`src/rtl/b64e_pkg.sv`:
```
package b64e_pkg;

	localparam int FifoDepth = 4;
	localparam int FifoAw = $clog2(FifoDepth);

	localparam logic [1:0] PHASE_0 = 2'd0;
	localparam logic [1:0] PHASE_1 = 2'd1;
	localparam logic [1:0] PHASE_2 = 2'd2;

	localparam logic [7:0] PAD_CHAR = 8'h3d;

	// one accepted byte, as the characters it produces
	typedef struct packed {
		logic [5:0] sx0;
		logic [5:0] sx1;
		logic [1:0] cnt_m1; // characters minus one; index 2 and 3 are pad
		logic       last;
	} b64e_entry_t;

	function automatic logic [7:0] b64e_char(input logic [5:0] v);
		logic [7:0] w;
		logic [7:0] ch;
		w = {2'b00, v};
		if (v < 6'd26)
			ch = w + 8'd65;
		else if (v < 6'd52)
			ch = w + 8'd71;
		else if (v < 6'd62)
			ch = w - 8'd4;
		else if (v == 6'd62)
			ch = 8'h2b;
		else
			ch = 8'h2f;
		return ch;
	endfunction

endpackage

```
`src/rtl/base64_stream_encoder_top.sv`:
```
// channel | signals                         | direction
// in      | in_valid, in_stall, data_byte,  | byte beats in
//         | end_of_message                  |
// out     | out_valid, out_stall, out_char, | character beats out
//         | last_char                       |
// A byte is taken and queued (4 entries) as the characters it makes.
// The output stage sends one character per cycle while the queue holds an entry and
// out_stall is low: 1 or 2 per middle byte, 2 to 4 on the last byte.
// arst_n clears phase, held bits, queue pointers and output valid.
// in_stall rises only when the queue is full; out_stall holds the output register.
module base64_stream_encoder_top
	import b64e_pkg::*;
(
	input  logic       clk,
	input  logic       arst_n,
	input  logic       in_valid,
	output logic       in_stall,
	input  logic [7:0] data_byte,
	input  logic       end_of_message,
	output logic       out_valid,
	input  logic       out_stall,
	output logic [7:0] out_char,
	output logic       last_char
);

	b64e_entry_t push_data;
	b64e_entry_t head;
	logic        push;
	logic        pop;
	logic        empty;
	logic        full;

	b64e_front u_front (
		.clk            (clk),
		.arst_n         (arst_n),
		.in_valid       (in_valid),
		.in_stall       (in_stall),
		.data_byte      (data_byte),
		.end_of_message (end_of_message),
		.fifo_full      (full),
		.push           (push),
		.push_data      (push_data)
	);

	b64e_fifo u_fifo (
		.clk       (clk),
		.arst_n    (arst_n),
		.push      (push),
		.push_data (push_data),
		.pop       (pop),
		.head      (head),
		.empty     (empty),
		.full      (full)
	);

	b64e_back u_back (
		.clk       (clk),
		.arst_n    (arst_n),
		.head      (head),
		.empty     (empty),
		.pop       (pop),
		.out_valid (out_valid),
		.out_stall (out_stall),
		.out_char  (out_char),
		.last_char (last_char)
	);

endmodule

```
`src/rtl/b64e_front.sv`:
```
module b64e_front
	import b64e_pkg::*;
(
	input  logic        clk,
	input  logic        arst_n,
	input  logic        in_valid,
	output logic        in_stall,
	input  logic [7:0]  data_byte,
	input  logic        end_of_message,
	input  logic        fifo_full,
	output logic        push,
	output b64e_entry_t push_data
);

	logic [1:0] group_phase_q;
	logic [3:0] held_bits_q;
	logic [1:0] phase_d;
	logic [3:0] held_d;

	assign in_stall = fifo_full;
	assign push     = in_valid && !fifo_full;

	always_comb begin
		push_data.last = end_of_message;
		unique case (group_phase_q)
			PHASE_1: begin
				push_data.sx0    = {held_bits_q[1:0], data_byte[7:4]};
				push_data.sx1    = {data_byte[3:0], 2'b00};
				push_data.cnt_m1 = end_of_message ? 2'd2 : 2'd0;
				phase_d          = PHASE_2;
				held_d           = data_byte[3:0];
			end
			PHASE_2: begin
				push_data.sx0    = {held_bits_q, data_byte[7:6]};
				push_data.sx1    = data_byte[5:0];
				push_data.cnt_m1 = 2'd1;
				phase_d          = PHASE_0;
				held_d           = 4'd0;
			end
			default: begin
				push_data.sx0    = data_byte[7:2];
				push_data.sx1    = {data_byte[1:0], 4'b0000};
				push_data.cnt_m1 = end_of_message ? 2'd3 : 2'd0;
				phase_d          = PHASE_1;
				held_d           = {2'b00, data_byte[1:0]};
			end
		endcase
	end

	always_ff @(posedge clk or negedge arst_n) begin
		if (!arst_n) begin
			group_phase_q <= PHASE_0;
			held_bits_q   <= 4'd0;
		end else if (push) begin
			if (end_of_message) begin
				group_phase_q <= PHASE_0;
				held_bits_q   <= 4'd0;
			end else begin
				group_phase_q <= phase_d;
				held_bits_q   <= held_d;
			end
		end
	end

endmodule

```
`src/rtl/b64e_fifo.sv`:
```
module b64e_fifo
	import b64e_pkg::*;
(
	input  logic        clk,
	input  logic        arst_n,
	input  logic        push,
	input  b64e_entry_t push_data,
	input  logic        pop,
	output b64e_entry_t head,
	output logic        empty,
	output logic        full
);

	b64e_entry_t          mem_q [FifoDepth];
	logic [FifoAw-1:0]    wr_ptr_q;
	logic [FifoAw-1:0]    rd_ptr_q;
	logic [FifoAw:0]      count_q;

	assign empty = (count_q == '0);
	assign full  = (count_q == FifoAw'(0) + (FifoAw+1)'(FifoDepth));
	assign head  = mem_q[rd_ptr_q];

	always_ff @(posedge clk) begin
		if (push)
			mem_q[wr_ptr_q] <= push_data;
	end

	always_ff @(posedge clk or negedge arst_n) begin
		if (!arst_n) begin
			wr_ptr_q <= '0;
			rd_ptr_q <= '0;
			count_q  <= '0;
		end else begin
			if (push)
				wr_ptr_q <= wr_ptr_q + 1'b1;
			if (pop)
				rd_ptr_q <= rd_ptr_q + 1'b1;
			if (push && !pop)
				count_q <= count_q + 1'b1;
			else if (pop && !push)
				count_q <= count_q - 1'b1;
		end
	end

endmodule

```
`src/rtl/b64e_back.sv`:
```
module b64e_back
	import b64e_pkg::*;
(
	input  logic        clk,
	input  logic        arst_n,
	input  b64e_entry_t head,
	input  logic        empty,
	output logic        pop,
	output logic        out_valid,
	input  logic        out_stall,
	output logic [7:0]  out_char,
	output logic        last_char
);

	logic [1:0] char_idx_q;
	logic       out_valid_q;
	logic [7:0] out_char_q;
	logic       last_char_q;
	logic       load;
	logic       final_idx;
	logic [7:0] char_d;

	assign load      = !empty && (!out_valid_q || !out_stall);
	assign final_idx = (char_idx_q == head.cnt_m1);
	assign pop       = load && final_idx;

	always_comb begin
		case (char_idx_q)
			2'd0:    char_d = b64e_char(head.sx0);
			2'd1:    char_d = b64e_char(head.sx1);
			default: char_d = PAD_CHAR;
		endcase
	end

	always_ff @(posedge clk or negedge arst_n) begin
		if (!arst_n) begin
			char_idx_q  <= 2'd0;
			out_valid_q <= 1'b0;
		end else begin
			if (load)
				char_idx_q <= final_idx ? 2'd0 : char_idx_q + 2'd1;
			if (load)
				out_valid_q <= 1'b1;
			else if (!out_stall)
				out_valid_q <= 1'b0;
		end
	end

	always_ff @(posedge clk) begin
		if (load) begin
			out_char_q  <= char_d;
			last_char_q <= head.last && final_idx;
		end
	end

	assign out_valid = out_valid_q;
	assign out_char  = out_char_q;
	assign last_char = last_char_q;

endmodule
```
`config.mk`:
```
export PLATFORM = sky130hd
export DESIGN_NAME = base64_stream_encoder_top
export DESIGN_NICKNAME = d
export VERILOG_FILES = /design/src/rtl/b64e_pkg.sv /design/src/rtl/base64_stream_encoder_top.sv /design/src/rtl/b64e_front.sv /design/src/rtl/b64e_fifo.sv /design/src/rtl/b64e_back.sv
export SDC_FILE = /design/constraint.sdc
export NUM_CORES = 1
export LEC_CHECK = 0
export BUFFER_PORTS_ARGS = -buffer_cell sky130_fd_sc_hd__buf_2
export CORE_ASPECT_RATIO = 0.75
export CORE_MARGIN = 2
export CORE_UTILIZATION = 65
export CTS_CLUSTER_SIZE = 8
export DETAILED_ROUTE_END_ITERATION = 16
export HOLD_SLACK_MARGIN = 0.02
export PLACE_DENSITY = 0.91
export SKIP_LAST_GASP = 1
export SLEW_MARGIN = 20
export SYNTH_ARGS = -nofsm -noshare
export SYNTH_HDL_FRONTEND = slang
export SYNTH_SLANG_ARGS = --single-unit
```
`constraint.sdc`:
```
create_clock -name clk -period 7.35 [get_ports clk]
set_input_delay 1.8375 -clock clk [delete_from_list [all_inputs] [get_ports clk]]
set_output_delay 1.8375 -clock clk [all_outputs]
set_load 0.01 [all_outputs]
```
==> metrics.md, run 1 <==
| Metric | Value |
|---|---|
| Worst-Skew Late Latency | 350 ps |
| Pin count of the biggest net entering global routing | 24 |
| Crit share post-route | 47.8% |
| Post-CTS Hold Buffers | 0 |
| TritonCTS clock tree | done |
| Post-DP HPWL | 6.10 mm |
| Fin cells | 437 |
| Hold Crit Depth | 2 |
| CP Capture Type | register |
| Mapped Area | 4360 um2 |
| Post-synthesis sequential area ratio | 56.7% |
| Grt total ovfl | 0 |
| Fmax | 284 MHz |
| Peak VDD IR | 234 uV |
| Net count after synthesis | 364 |
| ANT nets after route | 0 |
| Post-Place Cells | 421 |
| Slowest stage cell, crit path | dfrtp_1 |
| H-tree depth | 3 |
| Final hold vios | 0 |
| First-pass GRT wire length | ~14 mm |
| Relative slew margins | approximately 34% |
| Crit path max fanout | 17 |
| Worst stage delay on the critical path | 1000 ps |
| Synth cell types | 58 |
| Delay-heaviest family, CP | flip-flops |
| Ys async rst share | 18.8% |
| Initial antenna violation count | 0 |
| Layout cell share with drive strength beyond 1 | roughly 17% |
| Syn-to-layout area delta | 8.04% |
| Most common flop cell mapped by yosys | edfxtp_1 |
| Worst-path clk slew | roughly 90 ps |
| Residual DRC | 0 |
| Die Span Y | approximately 75 um |
| Vias in the first global route | 2,674 |
| Detailed Routing Iterations Pass 1 | 5 |
| Vias after detailed routing | around 2,900 |
| Most frequent cells in the layout | edfxtp_1, nand2_1, buf_2 |
| RD Place Congestion | 0.934 |
| Net Sw Frac | 41.2% |
| Worst hold path class | register to register |
| Rows | 25 |
| Final wirelength | 8.62 mm |
| Warnings from Yosys | 0 |
| Antenna diodes | 0 |
| Critical Path Start Type | register |
| PortBufs | 23 |
| CTS root buf | clkbuf_8 |
| Power share of the clock group | 14.1% |
| Post-CTS Repair Setup Buffers | 0 |
| Switching power | roughly 940 uW |
| Ports | 24 |
| Outcome | finished clean |
| Die ar. | roughly 7400 um2 |
| P_int | 1350 uW |
| EDFF count, synth | 69 |
| PostCTS Resize Cnt | 0 |
| Drt wl/cell | 19.7 um |
| Drt initial violations | 195 |
| Buf/Inv on CP | 0 |
| CP Cell Sequence | mux4_1 > ha_1 > or2_2 > o211a_4 > or4_1 > o221ai_1 > o22ai_1 |
| Final setup fails | 0 |
| Worst setup path category | register to register |
| RSZ-0062 raised after global routing | no |
| Setup TNS | 0 ps |
| CP required | 7440 ps |
| Syn avg cell area | 13.3 um2 |
| Gate Count Post-Synth | 328 |
| Seq pwr share | 36.2% |
| R2R cell count | 7 |
| Vias/cell | about 6.5 |
| Clock buffer count from CTS | 9 |
| Worst slew pin tran | 996 ps |
| Bufs on Longest Clock Path | 2 |
| Clock Sink Count | 85 |
| Pwr Density | 487 nW/um2 |
| FF+latch count, synth | 85 |
| Cell count along the critical path | 7 |
| Commonest non-fill, non-tap cell in the layout | edfxtp_1 |
| Setup Skew | 13.0 ps |
| Core Footprint | around 6400 um2 |
| Max_cap viols | 0 |
| Logic gate share of total power | roughly half |
| Pins over their slew limit | 0 |
| Starting Density | around two thirds |
| Nets@finish | 387 |
| GRT Total Usage | 24.6% |
| Die width | about 99 um |
| P_leak | 0.00176 uW |
| WP data arrival | 3610 ps |
| Minimum clock period | 3520 ps |
==> per-stage QoR <==
step                hold WS, ps  util (%)  setup WS [ps]  total power (uW)  area (um2)
finish                      502      73.8           3830              2290        4710
global route                541      73.8           3630              2440        4710
CTS                         497      73.8           3810              2280        4710
detailed placement          477      70.7           3680              1950        4510
global placement            466      70.7           3830              1890        4510
floorplan                   444         -           3530              1690        4360
==> routing by layer <==
metal / vias up / share of wire [%] / track usage [%]
met3: 10 / 6.9 / 6.31
met4: 0 / 0.97 / 6.24
met5: - / 0 / 0
met2: 118 / 49 / 41.4
li1: 1299 / - / -
met1: 1429 / 44 / 33.3
==> area by class of cell <==
cell class / instances / area [um2]
clock buffers: 10 / 128
clock inverters: 6 / 71.3
fillers: 412 / 1670
inverters: 22 / 82.6
multi-input cells: 209 / 1730
flip-flops and latches: 85 / 2470
well taps: 81 / 101
repair buffers: 24 / 123
==> cell families after synthesis <==
family | after synthesis | synth area share, %
compound gates | 72 | 11.9
xor+xnor | 11 | 2.21
fa+ha+maj | 23 | 6.77
buf+inv | 34 | 3.56
flops | 85 | 56.7
mux | 19 | 8.90
simple gates | 84 | 9.99
==> path summary, 6_finish.rpt <==
path | slack, ps | to | from
setup / recovery | 3830 | u_back.out_char[3]$_DFFE_PP_ | u_fifo.rd_ptr_q[0]$_DFFE_PN0P_
hold / removal | 500 | u_front.held_bits_q[3]$_DFFE_PN0P_ | u_front.held_bits_q[3]$_DFFE_PN0P_
setup reg to reg | 3830 | u_back.out_char[3]$_DFFE_PP_ | u_fifo.rd_ptr_q[0]$_DFFE_PN0P_
hold reg to reg | 500 | u_front.held_bits_q[3]$_DFFE_PN0P_ | u_front.held_bits_q[3]$_DFFE_PN0P_
max in group asynchronous | 5680 | u_fifo.count_q[1]$_DFFE_PN0P_ | arst_n
min in group asynchronous | 1390 | u_front.held_bits_q[3]$_DFFE_PN0P_ | arst_n
==> worst min-delay path, delay by kind of cell (launching register included) <==
family / cells / cell delay [ps]
flip-flops: 1 / 360
AND/OR/NAND/NOR: 1 / 60
AO/OA/AOI/OAI: 1 / 50
==> power by group through the flow <==
stage / combinational (uW) / sequential, uW / clock [uW]
final: 1140 / 830 / 324
after global routing: 1240 / 849 / 348
after CTS: 1120 / 833 / 327
after detailed placement: 1110 / 840 / 0
after global placement: 1060 / 826 / 0
after floorplan: 898 / 793 / 0
==> registers in the layout, summed over array words and instances, names as in the netlist <==
signal                 flops
u_fifo.wr_ptr_q            2
u_back.out_char            8
u_fifo.mem_q              60
u_front.group_phase_q      2
u_fifo.rd_ptr_q            2
u_front.held_bits_q        4
u_fifo.count_q             3
u_back.last_char           1
u_back.out_valid           1
u_back.char_idx_q          2
==> cells in the mapped netlist (3+ instances only) <==
cell type,n,area share (%)
nor3_1,3,0.34
xor2_1,3,0.60
nor2b_1,4,0.57
edfxtp_1,69,48
clkbuf_1,6,0.52
xnor2_1,8,1.6
ha_1,22,6.3
o221ai_1,3,0.60
nand3b_1,4,0.69
a21oi_1,4,0.46
mux4_2,13,6.7
and2_1,9,1.3
nand2_1,30,2.6
nor2_1,7,0.60
inv_1,22,1.9
buf_2,3,0.34
nand3_1,10,1.1
dfrtp_1,16,9.2
o21ai_0,20,2.3
o211ai_1,6,1.0
a22oi_1,10,1.7
Note: power is estimated with default switching activity, not from simulation.
==> inputs of run 2 (changes only) <==
Settings changed: CORE_UTILIZATION 65 to 55, PLACE_DENSITY 0.91 to 0.83.
Clock period 7.35 ns to 3 ns, I/O delays scaled along.
==> metrics.md, run 2 (synthesized netlist as in run 1, its figures left out) <==
| Metric | Value |
|---|---|
| Die width | 107 um (was 98.6 um) |
| Pwr Density | 1170 nW/um2 (was 487 nW/um2) |
| Layout cell share with drive strength beyond 1 | 19.3% (was 16.6%) |
| Seq pwr share | 34.7% (was 36.2%) |
| Worst-path clk slew | 80 ps (was 90 ps) |
| Crit path max fanout | 7 (was 17) |
| Max reg flops | 60 (unchanged) |
| Rows | 28 (was 25) |
| Critical path origin | u_fifo.rd_ptr_q[0]$_DFFE_PN0P_ (unchanged) |
| Worst setup path category | register to register (unchanged) |
| Fmax | 357 MHz (was 284 MHz) |
| Critical Path Start Type | register (unchanged) |
| Post-CTS Hold Buffers | 0 (unchanged) |
| Pin count of the biggest net entering global routing | 24 (unchanged) |
| CP Capture Type | register (unchanged) |
| Crit path to | u_back.out_char[1]$_DFFE_PP_ (was u_back.out_char[3]$_DFFE_PP_) |
| Slowest stage cell, crit path | mux4_2 (was dfrtp_1) |
| CP required | 3100 ps (was 7440 ps) |
| Relative slew margins | 59.5% (was 33.6%) |
| Critical R2R Launch | u_fifo.rd_ptr_q[0]$_DFFE_PN0P_ (unchanged) |
| Initial antenna violation count | 0 (unchanged) |
| WP data arrival | 2900 ps (was 3610 ps) |
| Minimum clock period | 2800 ps (was 3520 ps) |
| P_int | 3300 uW (was 1350 uW) |
| Peak VDD IR | 653 uV (was 234 uV) |
| Multi-input logic area | 1730 um2 (unchanged) |
| Worst R2R End | u_back.out_char[1]$_DFFE_PP_ (was u_back.out_char[3]$_DFFE_PP_) |
| Worst slew pin tran | 601 ps (was 996 ps) |
| Vias/cell | 5.98 (was 6.54) |
| Final hold vios | 0 (unchanged) |
| Net Sw Frac | 41.1% (was 41.2%) |
| Vias after detailed routing | 2,829 (was 2,856) |
| Syn-to-layout area delta | 10.2% (was 8.04%) |
| RSZ-0062 raised after global routing | no (unchanged) |
| H-tree depth | 3 (unchanged) |
| RD Place Congestion | 0.884 (was 0.934) |
| Bufs on Longest Clock Path | 2 (unchanged) |
| Worst stage delay on the critical path | 590 ps (was 1000 ps) |
| Fillers | 588 (was 412) |
| Clock buffer count from CTS | 9 (unchanged) |
| Max_cap viols | 0 (unchanged) |
| TritonCTS clock tree | done (unchanged) |
| CP Cell Sequence | buf_4 > mux4_2 > ha_1 > or2_2 > o211a_1 > nor2_2 > mux2i_1 > o2bb2ai_1 (was mux4_1 > ha_1 > or2_2 > o211a_4 > or4_1 > o221ai_1 > o22ai_1) |
| Drt initial violations | 185 (was 195) |
| Nets@finish | 399 (was 387) |
| Pins over their slew limit | 0 (unchanged) |
| PortBufs | 23 (unchanged) |
| Die Span Y | 81.1 um (was 74.9 um) |
| Worst-Skew Late Latency | 350 ps (about the same) |
| Post-CTS Repair Setup Buffers | 0 (unchanged) |
| Residual DRC | 0 (unchanged) |
| Clock Sink Count | 85 (unchanged) |
| R2R setup slack | 200 ps (was 3830 ps) |
| Largest register by flop count | u_fifo.mem_q (unchanged) |
| Worst hold path class | input port to async pin (was register to register) |
| Detailed Routing Iterations Pass 1 | 4 (was 5) |
| Grt total ovfl | 0 (unchanged) |
| Core Footprint | 7780 um2 (was 6380 um2) |
| R2R cell count | 8 (was 7) |
| GRT Total Usage | 20.9% (was 24.6%) |
| Power share of the clock group | 12.7% (was 14.1%) |
| Vias in the first global route | 2,744 (was 2,674) |
| Setup Skew | 9.49 ps (was 13.0 ps) |
| Starting Density | 56.0% (was 68.3%) |
| Cell area after layout | 4800 um2 (was 4710 um2) |
| Most frequent cells in the layout | edfxtp_1, nand2_1, buf_2 (unchanged) |
| Commonest non-fill, non-tap cell in the layout | edfxtp_1 (unchanged) |
| Ports | 24 (unchanged) |
| Logic gate share of total power | 52.6% (was 49.7%) |
| Final wirelength | 8.37 mm (was 8.62 mm) |
| ANT nets after route | 0 (unchanged) |
| Switching power | 2300 uW (was 944 uW) |
| PostCTS Resize Cnt | 0 (unchanged) |
| FF/Latch Area | 2470 um2 (unchanged) |
| Post-DP HPWL | 6.01 mm (was 6.10 mm) |
| Outcome | finished clean (unchanged) |
| Drt wl/cell | 17.7 um (was 19.7 um) |
| Placed cell areas | 4630 um2 (was 4510 um2) |
| Total power | 5610 uW (was 2290 uW) |
| Die ar. | 8660 um2 (was 7380 um2) |
| CTS root buf | clkbuf_8 (unchanged) |
| Setup TNS | 0 ps (unchanged) |
| Final setup fails | 0 (unchanged) |
| First-pass GRT wire length | 13.6 mm (about the same) |
| P_leak | 0.00182 uW (was 0.00176 uW) |
| Crit share post-route | 93.3% (was 47.8%) |
| Antenna diodes | 0 (unchanged) |
[run 2: changes by cell type in the layout (fill, tap and decap cells not counted)]
cell	before	now
bufinv_16	1	0
clkinv_2	0	2
inv_6	2	3
clkinv_1	0	1
buf_4	1	13
clkinv_4	1	0
clkbuf_1	1	0
clkinvlp_4	2	1
[run 2: power by group through the flow]
stage | logic [uW] | registers [uW] | clock network (uW)
after detailed placement | 2910 | 1980 | 0
after floorplan | 2200 | 1940 | 0
after global routing | 3260 | 1980 | 774
after CTS | 2920 | 1950 | 727
final | 2950 | 1950 | 713
after global placement | 2820 | 1950 | 0
[run 2: per-layer routing]
layer  vias to the layer above  global-route usage (%)  routed length, um
li1                       1324                       -                  -
met5                         -                       0                  0
met2                        92                    33.8               3910
met3                        16                    5.14                423
met4                         0                    7.27                162
met1                      1397                    28.2               3870
[run 2: stage by stage]
stage / util [%] / setup slack, ps / hold slack [ps] / std cells
after floorplan: - / 194 / 444 / 328
after global placement: 59.5 / 307 / 458 / 457
after detailed placement: 59.5 / 211 / 473 / 457
after CTS: 61.7 / 200 / 301 / 473
after global routing: 61.7 / 32.8 / 314 / 473
final: 61.7 / 202 / 302 / 473
[run 2: worst min path at each step]
| stage | start | endpoint | slack (ps) | cells after the start |
|---|---|---|---|---|
| 2_1_floorplan | u_front.held_bits_q[2]$_DFFE_PN0P_ | u_front.held_bits_q[2]$_DFFE_PN0P_ | 440 | 2 |
| 3_3_place_gp | u_front.held_bits_q[2]$_DFFE_PN0P_ | u_front.held_bits_q[2]$_DFFE_PN0P_ | 460 | 2 |
| 4_1_cts | arst_n | u_front.group_phase_q[1]$_DFFE_PN0P_ | 300 | 1 |
| 5_1_grt | arst_n | u_fifo.wr_ptr_q[1]$_DFFE_PN0P_ | 310 | 1 |
| 6_report | arst_n | u_front.group_phase_q[1]$_DFFE_PN0P_ | 300 | 1 |
| 3_5_place_dp | u_front.held_bits_q[2]$_DFFE_PN0P_ | u_front.held_bits_q[2]$_DFFE_PN0P_ | 470 | 2 |
[run 2: critical path, delay by kind of cell, from the launching register on]
| family | cells | cell delay (ps) |
|---|---|---|
| buffers and inverters | 1 | 200 |
| and+or+nand+nor | 2 | 510 |
| DFF | 1 | 470 |
| AOI/OAI and AO/OA | 2 | 270 |
| adders and majority gates | 1 | 310 |
| muxes | 2 | 790 |
[run 2: layout make-up]
| type | instances | area share [%] |
|---|---|---|
| clock inverters | 7 | 0.990 |
| multi-input cells | 209 | 36.1 |
| repair buffers | 36 | 4.43 |
| clock buffers | 9 | 2.58 |
| flip-flops and latches | 85 | 51.5 |
| well taps | 105 | 2.74 |
| inverters | 22 | 1.72 |
